**src/grmd_pkg.sv**
```systemverilog
// Shared types and constants for the grid ray march block.
// Holds the item record that passes from the front end to the march engine.
// No dependencies.
package grmd_pkg;

  // Fixed field widths of the stream beats.
  localparam int CELL_IDX_W  = 4;
  localparam int XY_W        = 10;
  localparam int DIR_W       = 16;
  localparam int STEP_W      = 6;
  localparam int DIST_W      = 18;
  localparam int DIR_FRAC    = 14;
  localparam int INC_W       = 22;
  localparam int IN_TDATA_W  = 72;
  localparam int OUT_TDATA_W = 40;

  // Bit offsets of the input fields inside s_tdata.
  localparam int OFF_COL  = 0;
  localparam int OFF_ROW  = 4;
  localparam int OFF_WALL = 8;
  localparam int OFF_SX   = 9;
  localparam int OFF_SY   = 19;
  localparam int OFF_DX   = 29;
  localparam int OFF_DY   = 45;
  localparam int OFF_STEP = 61;

  // Bit offsets of the result fields inside m_tdata.
  localparam int OFF_DIST    = 0;
  localparam int OFF_LX      = 18;
  localparam int OFF_LY      = 28;
  localparam int OFF_BLOCKED = 38;
  localparam int OFF_LIMIT   = 39;

  typedef enum logic {
    KIND_WRITE = 1'b0,
    KIND_RAY   = 1'b1
  } item_kind_t;

  // One classified item as it waits in the queue.
  typedef struct packed {
    item_kind_t              kind;
    logic                    wr_ok;
    logic [CELL_IDX_W-1:0]   cell_col;
    logic [CELL_IDX_W-1:0]   cell_row;
    logic                    cell_is_wall;
    logic [XY_W-1:0]         start_x;
    logic [XY_W-1:0]         start_y;
    logic signed [INC_W-1:0] inc_x;
    logic signed [INC_W-1:0] inc_y;
    logic [STEP_W-1:0]       step_size;
  } grmd_item_t;

endpackage

```
**src/grmd_front.sv**
```systemverilog
// Front end of the grid ray march block: unpacks input beats, classifies them
// and keeps them in a two-entry queue for the march engine.
// Depends on grmd_pkg.
module grmd_front import grmd_pkg::*; #(
  parameter int MAP_COLS = 16,
  parameter int MAP_ROWS = 16
) (
  input  logic                  clk,
  input  logic                  rst,
  input  logic                  s_tvalid,
  output logic                  s_tready,
  // Fields from bit 0 up: cell_col, cell_row, cell_is_wall, start_x, start_y,
  // dir_x, dir_y, step_size, zero padding.
  input  logic [IN_TDATA_W-1:0] s_tdata,
  // Field: kind.
  input  logic                  s_tuser,
  input  logic                  clearing,
  input  logic                  pop,
  output logic                  head_valid,
  output grmd_item_t            head
);

  localparam int QDEPTH = 2;

  grmd_item_t              item;
  logic [STEP_W-1:0]       step;
  logic signed [DIR_W-1:0] dir_x;
  logic signed [DIR_W-1:0] dir_y;
  logic                    push;

  grmd_item_t              queue [QDEPTH];
  logic                    wr_ptr;
  logic                    rd_ptr;
  logic [1:0]              fill;

  // Unpack the beat and work out what the back end needs.
  always_comb begin
    step  = s_tdata[OFF_STEP +: STEP_W];
    dir_x = $signed(s_tdata[OFF_DX +: DIR_W]);
    dir_y = $signed(s_tdata[OFF_DY +: DIR_W]);

    item.kind         = item_kind_t'(s_tuser);
    item.cell_col     = s_tdata[OFF_COL +: CELL_IDX_W];
    item.cell_row     = s_tdata[OFF_ROW +: CELL_IDX_W];
    item.cell_is_wall = s_tdata[OFF_WALL];
    item.start_x      = s_tdata[OFF_SX +: XY_W];
    item.start_y      = s_tdata[OFF_SY +: XY_W];
    item.step_size    = step;
    // A write outside the map is dropped.
    item.wr_ok = (item.kind == KIND_WRITE) &&
                 (int'(item.cell_col) < MAP_COLS) &&
                 (int'(item.cell_row) < MAP_ROWS);
    // Per-step displacement in Q.14, step_size times the direction.
    item.inc_x = INC_W'($signed({1'b0, step})) * INC_W'(dir_x);
    item.inc_y = INC_W'($signed({1'b0, step})) * INC_W'(dir_y);
  end

  // No beat is taken while the map clear runs after reset.
  assign s_tready   = (fill != 2'(QDEPTH)) && !clearing;
  assign push       = s_tvalid && s_tready;
  assign head_valid = (fill != 2'd0);
  assign head       = queue[rd_ptr];

  // Queue storage.
  always_ff @(posedge clk) begin
    if (push) begin
      queue[wr_ptr] <= item;
    end
  end

  // Queue pointers and fill level.
  always_ff @(posedge clk) begin
    if (rst) begin
      wr_ptr <= 1'b0;
      rd_ptr <= 1'b0;
      fill   <= 2'd0;
    end else begin
      if (push) begin
        wr_ptr <= !wr_ptr;
      end
      if (pop && head_valid) begin
        rd_ptr <= !rd_ptr;
      end
      case ({push, pop && head_valid})
        2'b10:   fill <= fill + 2'd1;
        2'b01:   fill <= fill - 2'd1;
        default: fill <= fill;
      endcase
    end
  end

endmodule

```
**src/grmd_march.sv**
```systemverilog
// March engine of the grid ray march block: owns the wall map, clears it after
// reset, applies cell writes and steps rays point by point, then holds the result.
// Depends on grmd_pkg.
module grmd_march import grmd_pkg::*; #(
  parameter int MAP_COLS  = 16,
  parameter int MAP_ROWS  = 16,
  parameter int CELL_SIZE = 64,
  parameter int MAX_STEPS = 4096
) (
  input  logic                   clk,
  input  logic                   rst,
  input  logic                   head_valid,
  input  grmd_item_t             head,
  output logic                   pop,
  output logic                   clearing,
  output logic                   m_tvalid,
  input  logic                   m_tready,
  output logic [OUT_TDATA_W-1:0] m_tdata
);

  localparam int DEPTH = MAP_ROWS * MAP_COLS;
  localparam int AW    = $clog2(DEPTH);
  localparam int CW    = $clog2(MAP_COLS);
  localparam int RW    = $clog2(MAP_ROWS);
  localparam int QIW   = (CW > RW) ? CW : RW;
  localparam int WX    = $clog2(MAP_COLS * CELL_SIZE);
  localparam int WY    = $clog2(MAP_ROWS * CELL_SIZE);
  localparam int WW    = (WX > WY) ? WX : WY;
  localparam int MW    = (WW > XY_W) ? WW : XY_W;
  localparam int ACC_W = MW + DIR_FRAC + 2;
  localparam int QW    = ACC_W - DIR_FRAC;
  localparam int LC    = $clog2(CELL_SIZE);
  localparam int SH    = WW + LC;
  // Rounded-up reciprocal of the cell size; exact for all coordinates in the map.
  localparam int RECIP = (2**SH + CELL_SIZE - 1) / CELL_SIZE;
  localparam int PW    = SH + QIW + 1;
  localparam int CNT_W = $clog2(MAX_STEPS + 1);

  typedef enum logic [6:0] {
    S_CLEAR = 7'b0000001,
    S_IDLE  = 7'b0000010,
    S_CHECK = 7'b0000100,
    S_MUL   = 7'b0001000,
    S_ADDR  = 7'b0010000,
    S_TEST  = 7'b0100000,
    S_DONE  = 7'b1000000
  } state_t;

  state_t state;
  state_t state_next;

  // Wall map.
  logic            wall_map [DEPTH];
  logic            mem_we;
  logic [AW-1:0]   mem_waddr;
  logic            mem_wdata;
  logic [AW-1:0]   mem_raddr;
  logic            rdata;
  logic [AW-1:0]   clr_addr;

  // Ray state.
  logic signed [ACC_W-1:0] acc_x;
  logic signed [ACC_W-1:0] acc_y;
  logic signed [INC_W-1:0] inc_x;
  logic signed [INC_W-1:0] inc_y;
  logic [STEP_W-1:0]       step;
  logic [WW-1:0]           tx;
  logic [WW-1:0]           ty;
  logic [WW-1:0]           tx_next;
  logic [WW-1:0]           ty_next;
  logic                    pt_in;
  logic [PW-1:0]           prod_x;
  logic [PW-1:0]           prod_y;
  logic [CNT_W-1:0]        count;
  logic [DIST_W-1:0]       dist_acc;
  logic [DIST_W:0]         dist_sum;
  logic [XY_W-1:0]         lx;
  logic [XY_W-1:0]         ly;
  logic                    limit;
  logic                    load_out;

  // Result register.
  logic [DIST_W-1:0]       out_dist;
  logic [XY_W-1:0]         out_x;
  logic [XY_W-1:0]         out_y;
  logic                    out_blocked;
  logic                    out_limit;

  // Truncate each coordinate toward zero and test it against the map bounds.
  // A negative sum above minus one is still coordinate zero.
  always_comb begin
    logic in_x;
    logic in_y;
    if (acc_x[ACC_W-1]) begin
      in_x    = (&acc_x[ACC_W-1:DIR_FRAC]) && (|acc_x[DIR_FRAC-1:0]);
      tx_next = '0;
    end else begin
      in_x    = acc_x[ACC_W-1:DIR_FRAC] < QW'(MAP_COLS * CELL_SIZE);
      tx_next = acc_x[DIR_FRAC +: WW];
    end
    if (acc_y[ACC_W-1]) begin
      in_y    = (&acc_y[ACC_W-1:DIR_FRAC]) && (|acc_y[DIR_FRAC-1:0]);
      ty_next = '0;
    end else begin
      in_y    = acc_y[ACC_W-1:DIR_FRAC] < QW'(MAP_ROWS * CELL_SIZE);
      ty_next = acc_y[DIR_FRAC +: WW];
    end
    pt_in = in_x && in_y;
  end

  // Map address of the current point from the cell quotients.
  assign mem_raddr = AW'(prod_y[SH +: RW]) * AW'(MAP_COLS) + AW'(prod_x[SH +: CW]);

  // Saturating distance after one more open point.
  always_comb begin
    dist_sum = {1'b0, dist_acc} + (DIST_W + 1)'(step);
    if (dist_sum[DIST_W]) begin
      dist_sum = {1'b0, {DIST_W{1'b1}}};
    end
  end

  assign clearing = (state == S_CLEAR);
  assign pop      = (state == S_IDLE) && head_valid;
  assign load_out = (state == S_DONE) && (!m_tvalid || m_tready);

  // Map write port: clear sweep or a cell write item.
  always_comb begin
    mem_we    = 1'b0;
    mem_waddr = clr_addr;
    mem_wdata = 1'b0;
    if (state == S_CLEAR) begin
      mem_we = 1'b1;
    end else if (pop && (head.kind == KIND_WRITE)) begin
      mem_we    = head.wr_ok;
      mem_waddr = AW'(head.cell_row) * AW'(MAP_COLS) + AW'(head.cell_col);
      mem_wdata = head.cell_is_wall;
    end
  end

  always_ff @(posedge clk) begin
    if (mem_we) begin
      wall_map[mem_waddr] <= mem_wdata;
    end
    rdata <= wall_map[mem_raddr];
  end

  // Next state.
  always_comb begin
    state_next = state;
    unique case (state)
      S_CLEAR: begin
        if (clr_addr == AW'(DEPTH - 1)) begin
          state_next = S_IDLE;
        end
      end
      S_IDLE: begin
        if (pop && (head.kind == KIND_RAY)) begin
          state_next = S_CHECK;
        end
      end
      S_CHECK: state_next = pt_in ? S_MUL : S_DONE;
      S_MUL:   state_next = S_ADDR;
      S_ADDR:  state_next = S_TEST;
      S_TEST: begin
        if (rdata || (count == CNT_W'(MAX_STEPS - 1))) begin
          state_next = S_DONE;
        end else begin
          state_next = S_CHECK;
        end
      end
      S_DONE: begin
        if (load_out) begin
          state_next = S_IDLE;
        end
      end
      default: state_next = S_CLEAR;
    endcase
  end

  // Control registers.
  always_ff @(posedge clk) begin
    if (rst) begin
      state    <= S_CLEAR;
      clr_addr <= '0;
      m_tvalid <= 1'b0;
    end else begin
      state <= state_next;
      if (state == S_CLEAR) begin
        clr_addr <= clr_addr + AW'(1);
      end
      if (load_out) begin
        m_tvalid <= 1'b1;
      end else if (m_tready) begin
        m_tvalid <= 1'b0;
      end
    end
  end

  // March datapath.
  always_ff @(posedge clk) begin
    case (state)
      S_IDLE: begin
        acc_x    <= ACC_W'({head.start_x, {DIR_FRAC{1'b0}}});
        acc_y    <= ACC_W'({head.start_y, {DIR_FRAC{1'b0}}});
        inc_x    <= head.inc_x;
        inc_y    <= head.inc_y;
        step     <= head.step_size;
        lx       <= head.start_x;
        ly       <= head.start_y;
        count    <= '0;
        dist_acc <= '0;
        limit    <= 1'b0;
      end
      S_CHECK: begin
        tx <= tx_next;
        ty <= ty_next;
      end
      S_MUL: begin
        prod_x <= PW'(tx) * PW'(RECIP);
        prod_y <= PW'(ty) * PW'(RECIP);
      end
      S_TEST: begin
        // An open point is taken and the march moves on by one step.
        if (!rdata) begin
          lx       <= XY_W'(32'(tx));
          ly       <= XY_W'(32'(ty));
          count    <= count + CNT_W'(1);
          dist_acc <= dist_sum[DIST_W-1:0];
          acc_x    <= acc_x + ACC_W'(inc_x);
          acc_y    <= acc_y + ACC_W'(inc_y);
          limit    <= (count == CNT_W'(MAX_STEPS - 1));
        end
      end
      default: begin
      end
    endcase
  end

  // Result register.
  always_ff @(posedge clk) begin
    if (load_out) begin
      out_dist    <= dist_acc;
      out_x       <= lx;
      out_y       <= ly;
      out_blocked <= (count == '0);
      out_limit   <= limit;
    end
  end

  assign m_tdata = {out_limit, out_blocked, out_y, out_x, out_dist};

endmodule

```
**src/grid_ray_march_distance.sv**
```systemverilog
// Grid ray marcher: keeps a wall map and returns how far a ray gets before it
// hits a wall or leaves the map. Depends on grmd_pkg, grmd_front and grmd_march.
//
// A beat with kind 0 writes one map cell and gives no result; a beat with kind 1
// casts a ray and gives exactly one result beat. Items are carried out strictly
// in order. After reset the map of MAP_ROWS*MAP_COLS cells (256 by default) is
// cleared one cell per cycle, during which s_tready stays low. A cell write is
// applied as the item leaves the queue. A ray is loaded and then marched point by
// point: each point passes a bounds test, a cell-index multiply, a map read and a
// decision, in that order; a point outside the map ends the march at the bounds
// test and a wall ends it at the decision, and the result register is loaded
// last. One ray is marched at a time. A two-entry queue in front lets new beats
// arrive while a ray is marching, and the result register lets the next item
// start while a result waits.
module grid_ray_march_distance import grmd_pkg::*; #(
  parameter int MAP_COLS  = 16,
  parameter int MAP_ROWS  = 16,
  parameter int CELL_SIZE = 64,
  parameter int MAX_STEPS = 4096
) (
  input  logic                   clk,
  input  logic                   rst,
  input  logic                   s_tvalid,
  output logic                   s_tready,
  // From bit 0 up: cell_col[3:0], cell_row[7:4], cell_is_wall[8], start_x[18:9],
  // start_y[28:19], dir_x[44:29], dir_y[60:45], step_size[66:61], zeros[71:67].
  input  logic [IN_TDATA_W-1:0]  s_tdata,
  // kind: 0 writes a map cell, 1 casts a ray.
  input  logic                   s_tuser,
  output logic                   m_tvalid,
  input  logic                   m_tready,
  // From bit 0 up: distance[17:0], last_x[27:18], last_y[37:28],
  // blocked_at_start[38], limit_reached[39].
  output logic [OUT_TDATA_W-1:0] m_tdata
);

  grmd_item_t head;
  logic       head_valid;
  logic       pop;
  logic       clearing;

  // Beat intake and queue.
  grmd_front #(
    .MAP_COLS (MAP_COLS),
    .MAP_ROWS (MAP_ROWS)
  ) u_front (
    .clk        (clk),
    .rst        (rst),
    .s_tvalid   (s_tvalid),
    .s_tready   (s_tready),
    .s_tdata    (s_tdata),
    .s_tuser    (s_tuser),
    .clearing   (clearing),
    .pop        (pop),
    .head_valid (head_valid),
    .head       (head)
  );

  // Map store and ray march.
  grmd_march #(
    .MAP_COLS  (MAP_COLS),
    .MAP_ROWS  (MAP_ROWS),
    .CELL_SIZE (CELL_SIZE),
    .MAX_STEPS (MAX_STEPS)
  ) u_march (
    .clk        (clk),
    .rst        (rst),
    .head_valid (head_valid),
    .head       (head),
    .pop        (pop),
    .clearing   (clearing),
    .m_tvalid   (m_tvalid),
    .m_tready   (m_tready),
    .m_tdata    (m_tdata)
  );

endmodule

```
**config.mk**
```make
export PLATFORM = sky130hd
export DESIGN_NAME = grid_ray_march_distance
export DESIGN_NICKNAME = d
export VERILOG_FILES = /design/src/grmd_pkg.sv /design/src/grmd_front.sv /design/src/grmd_march.sv /design/src/grid_ray_march_distance.sv
export SDC_FILE = /design/constraint.sdc
export NUM_CORES = 1
export LEC_CHECK = 0
export ABC_AREA = 1
export BUFFER_PORTS_ARGS = -buffer_cell sky130_fd_sc_hd__buf_4
export CORE_MARGIN = 8
export CORE_UTILIZATION = 45
export DETAILED_ROUTE_END_ITERATION = 16
export GPL_TIMING_DRIVEN = 0
export MAX_ROUTING_LAYER = met4
export PLACE_DENSITY_LB_ADDON = 0.25
export SLEW_MARGIN = 10
export SYNTH_ARGS = -nofsm -noshare
export SYNTH_HDL_FRONTEND = slang
export SYNTH_SLANG_ARGS = --single-unit
```
**constraint.sdc**
```tcl
create_clock -name clk -period 9.03 [get_ports clk]
set_clock_uncertainty 0.2 [all_clocks]
set_input_delay 0.4515 -clock clk [delete_from_list [all_inputs] [get_ports clk]]
set_output_delay 0.4515 -clock clk [all_outputs]
set_load 0.02 [all_outputs]
```
==> impl_metrics.yaml <==
setup_path:
  max_stage_delay_ns: 0.54
  worstPathRequired_ns: 9.27
  start_kind: "input port"
  crit_chain: "dlygate4sd3_1 -> buf_4 -> clkbuf_1 -> nand2_1 -> inv_1 -> fa_1 -> inv_1 -> fa_1 -> inv_1 -> fa_1 -> inv_1 -> fa_1 -> inv_1 -> ha_1 -> nand2_1 -> o21ai_0 -> a21oi_1 -> o21ai_0 -> nand3_1 -> nand2_1 -> xor2_1"
  crit_path_end_kind: "flip-flop"
  cp_max_fo: 10
  cpMostUsedCell: "inv_1"
  critical_path.slowest_cell: "fa_1"
  critPathKind: "input port to flip-flop"
  crit_buf_inv: 8
  arrival_ns: 5.53
  crit_family: "adder cells"
sta:
  finalMaxSlewViolations: 0
  maxSlewHeadroom_pct: 40.11
  hold_viol: 0
  timing.fmax_ghz: 0.1889
  setup_ws_ns: 3.735
  tns_ns: 0
  setup_viol: 0
  finalCriticalPeriod_ns: 5.295
  max_slew.worst_pin.slew_ns: 0.8983
  fin_crit_sh_pct: 58.64
  rsz0062_at_grt: "false"
logic_synthesis:
  synth-edff-count: 640
  synth_area_mm2: 0.03735
  async_reset_ff_share_pct: 0
  synth_area_per_cell_um2: 9.528
  ys_warn_count: 0
  synthesis.nets: 4276
  synth_ff_type: "edfxtp_1"
  yosysSeqAreaShare_pct: 52.63
  syn_inst: 3920
  ys_types: 50
  ys_ff_latch: 662
global_route:
  track_usage_pct: 21.01
  grt_use_met3_pct: 3.053
  use_met2_pct: 35.94
  antenna_found_initial: 9
  grt_start_max_net_pins: 57
  grt_first_pass_wirelength_um: 149000
  grt_pass1_vias: 26700
  use_met1_pct: 25.43
  top_usage_layer: "met2"
  overflow: 0
final_layout:
  fillers: 7480
  multi_input_area_mm2: 0.01512
  area_growth_pct: 13.82
  nets: 4515
  drive_gt1_share_pct: 8.685
  regArea_mm2: 0.01966
power:
  power_leakage_nw: 18.07
  worst_ir_drop_vdd_uv: 103.7
  power_density_mw_per_mm2: 217.0
clock_network:
  cts_root_buffer: "clkbuf_16"
  clk_pin_slew_ns: 0.06
  clk_path_buf_depth: 3
  numClockSinks: 662
  clk_latency_ns: 0.63
  cts_resized: 0
  cts_max_level: 3
  cts_tree: "built"
  numCtsBuffers: 68
die:
  io_pins: 119
  die_h_um: 304.1
  die_w_um: 304.1
  fp.dieArea_mm2: 0.09247
  start_util_pct: 45.49
  rows: 105
  core_mm2: 0.08211
status:
  status: "completed"
hold_path:
  hold_class: "input port to flip-flop"
routing:
  drt_wl_total_um: 97310
  drt-vias-per-instance: 5.163
  drt-pass1-iter-count: 9
  wire_per_inst_um: 18.39
  drcViolationCount: 0
  vias: 27320
  drt_iter0_drc: 2205
  ant_nets: 0
place:
  hpwl_um: 71120
  io_buffers: 113
  pre_cts_slack_ns: 3.628
  place_congestion: 0.9401
flow_run:
  maxCapViolations: 0
## kinds of logic (layout without fill, tap and decap cells)
logic type,count (synthesis),in the layout,share of synthesized area (%)
buffers and inverters,658,952,6.985
XOR/XNOR,64,64,1.501
adder cells (fa/ha/maj),279,279,12.02
flip-flops,662,662,52.63
other,0,8,0
AO/OA/AOI/OAI,350,350,5.196
AND/OR/NAND/NOR,1907,1907,21.66
## state kept, by name, indices dropped and copies added (netlist names), 13 cells and up, named ones only
name / count
u_march.acc_y: 26
u_march.inc_y: 22
u_march.dist_acc: 18
u_march.wall_map: 256
u_march.inc_x: 22
u_front.queue: 162
u_march.acc_x: 26
u_march.count: 13
u_march.out_dist: 18
## cells in the mapped netlist, drive strengths merged (10+ instances only)
master     n  area, µm²
a21o      12      90.09
a21oi    173      865.8
buf       56      341.6
clkbuf    83      311.6
dfxtp     22      440.4
edfxtp   640      19220
fa       133       2663
ha       146       1827
inv      518       1952
nand2   1068       4159
nand3    314       1572
nand4     31      209.0
nor2     439       1838
nor3      30      150.1
o21a      10      75.07
o21ai    121      658.1
o21bai    12      90.09
xnor2     22      192.7
xor2      42      367.9
## tightest hold or removal path, stage by stage
cell	delay, ns
buf_4	0.08
nor2_1	0.09
nor2_1	0.16
nor2_1	0.05
## per-layer routing
metal	wire, µm	share of wire, %	vias up
met5	0	0	-
met4	3180	3.3	0
met3	6116	6.3	200
met2	47960	49	875
met1	40050	41	12900
li1	-	-	13350
## where the power goes
group | leakage, nW | total, W | switching, W | internal [W]
clock | 1.04 | 0.00272 | 0.00120 | 0.00151
combinational | 11.6 | 0.00248 | 0.00161 | 0.000869
sequential | 5.45 | 0.00403 | 0.000111 | 0.00392
## cell type report
cell class / instances / share of cell area [%]
Sequential cell: 662 / 46.25
Multi-Input combinational cell: 2600 / 35.58
Inverter: 519 / 4.600
Clock buffer: 81 / 4.291
Timing Repair Buffer: 169 / 3.844
Tap cell: 1070 / 3.149
Buffer: 139 / 1.536
Clock inverter: 44 / 0.7093
Antenna cell: 8 / 0.04709
## placed cells by master, fill, tap and decap left out, types with 42 or more instances in the layout
cell type  instances
ha_1             146
a21oi_1          172
edfxtp_1         640
nand2_1         1033
xor2_1            42
o21ai_0          112
inv_1            511
nand3_1          314
clkbuf_16         71
nor2_1           394
fa_1             133
buf_4            115
clkbuf_1          92
## final timing paths
check	start	end	slack (ns)	cells past startpoint
hold / removal	m_tready	u_march.m_tvalid$_SDFFE_PP0P_	0.08	4
setup reg to reg	flip-flop	u_march.wall_map[132]$_DFFE_PP_	5.17	11
setup / recovery	s_tdata[62]	u_front.queue[0][45]$_DFFE_PP_	3.74	21
hold reg to reg	u_march.lx[9]$_DFFE_PP_	u_march.out_x[9]$_DFFE_PP_	0.22	0
## through the flow
| stage | instances | utilization, % | area (µm²) | power [W] | hold WS [ns] |
|---|---|---|---|---|---|
| after global placement | 5103 | 48.16 | 39540 | 0.006514 | 0.2009 |
| after CTS | 5284 | 51.75 | 42490 | 0.009290 | 0.08133 |
| final | 5292 | 51.77 | 42510 | 0.009222 | 0.07658 |
| after floorplan | 3920 | - | 37350 | 0.005901 | 0.2003 |
| after global routing | 5292 | 51.77 | 42510 | 0.009763 | 0.09334 |
| after detailed placement | 5120 | 48.68 | 39970 | 0.006566 | 0.2045 |
## repair_timing
item / 4_1_cts / 5_1_grt
hold buffers: 39 / 0
buffers inserted: 0 / 0
endpoints found under the setup margin: 0 / 0
hold endpoints to repair: 84 / 0
Power figures use the tool's default switching activity.
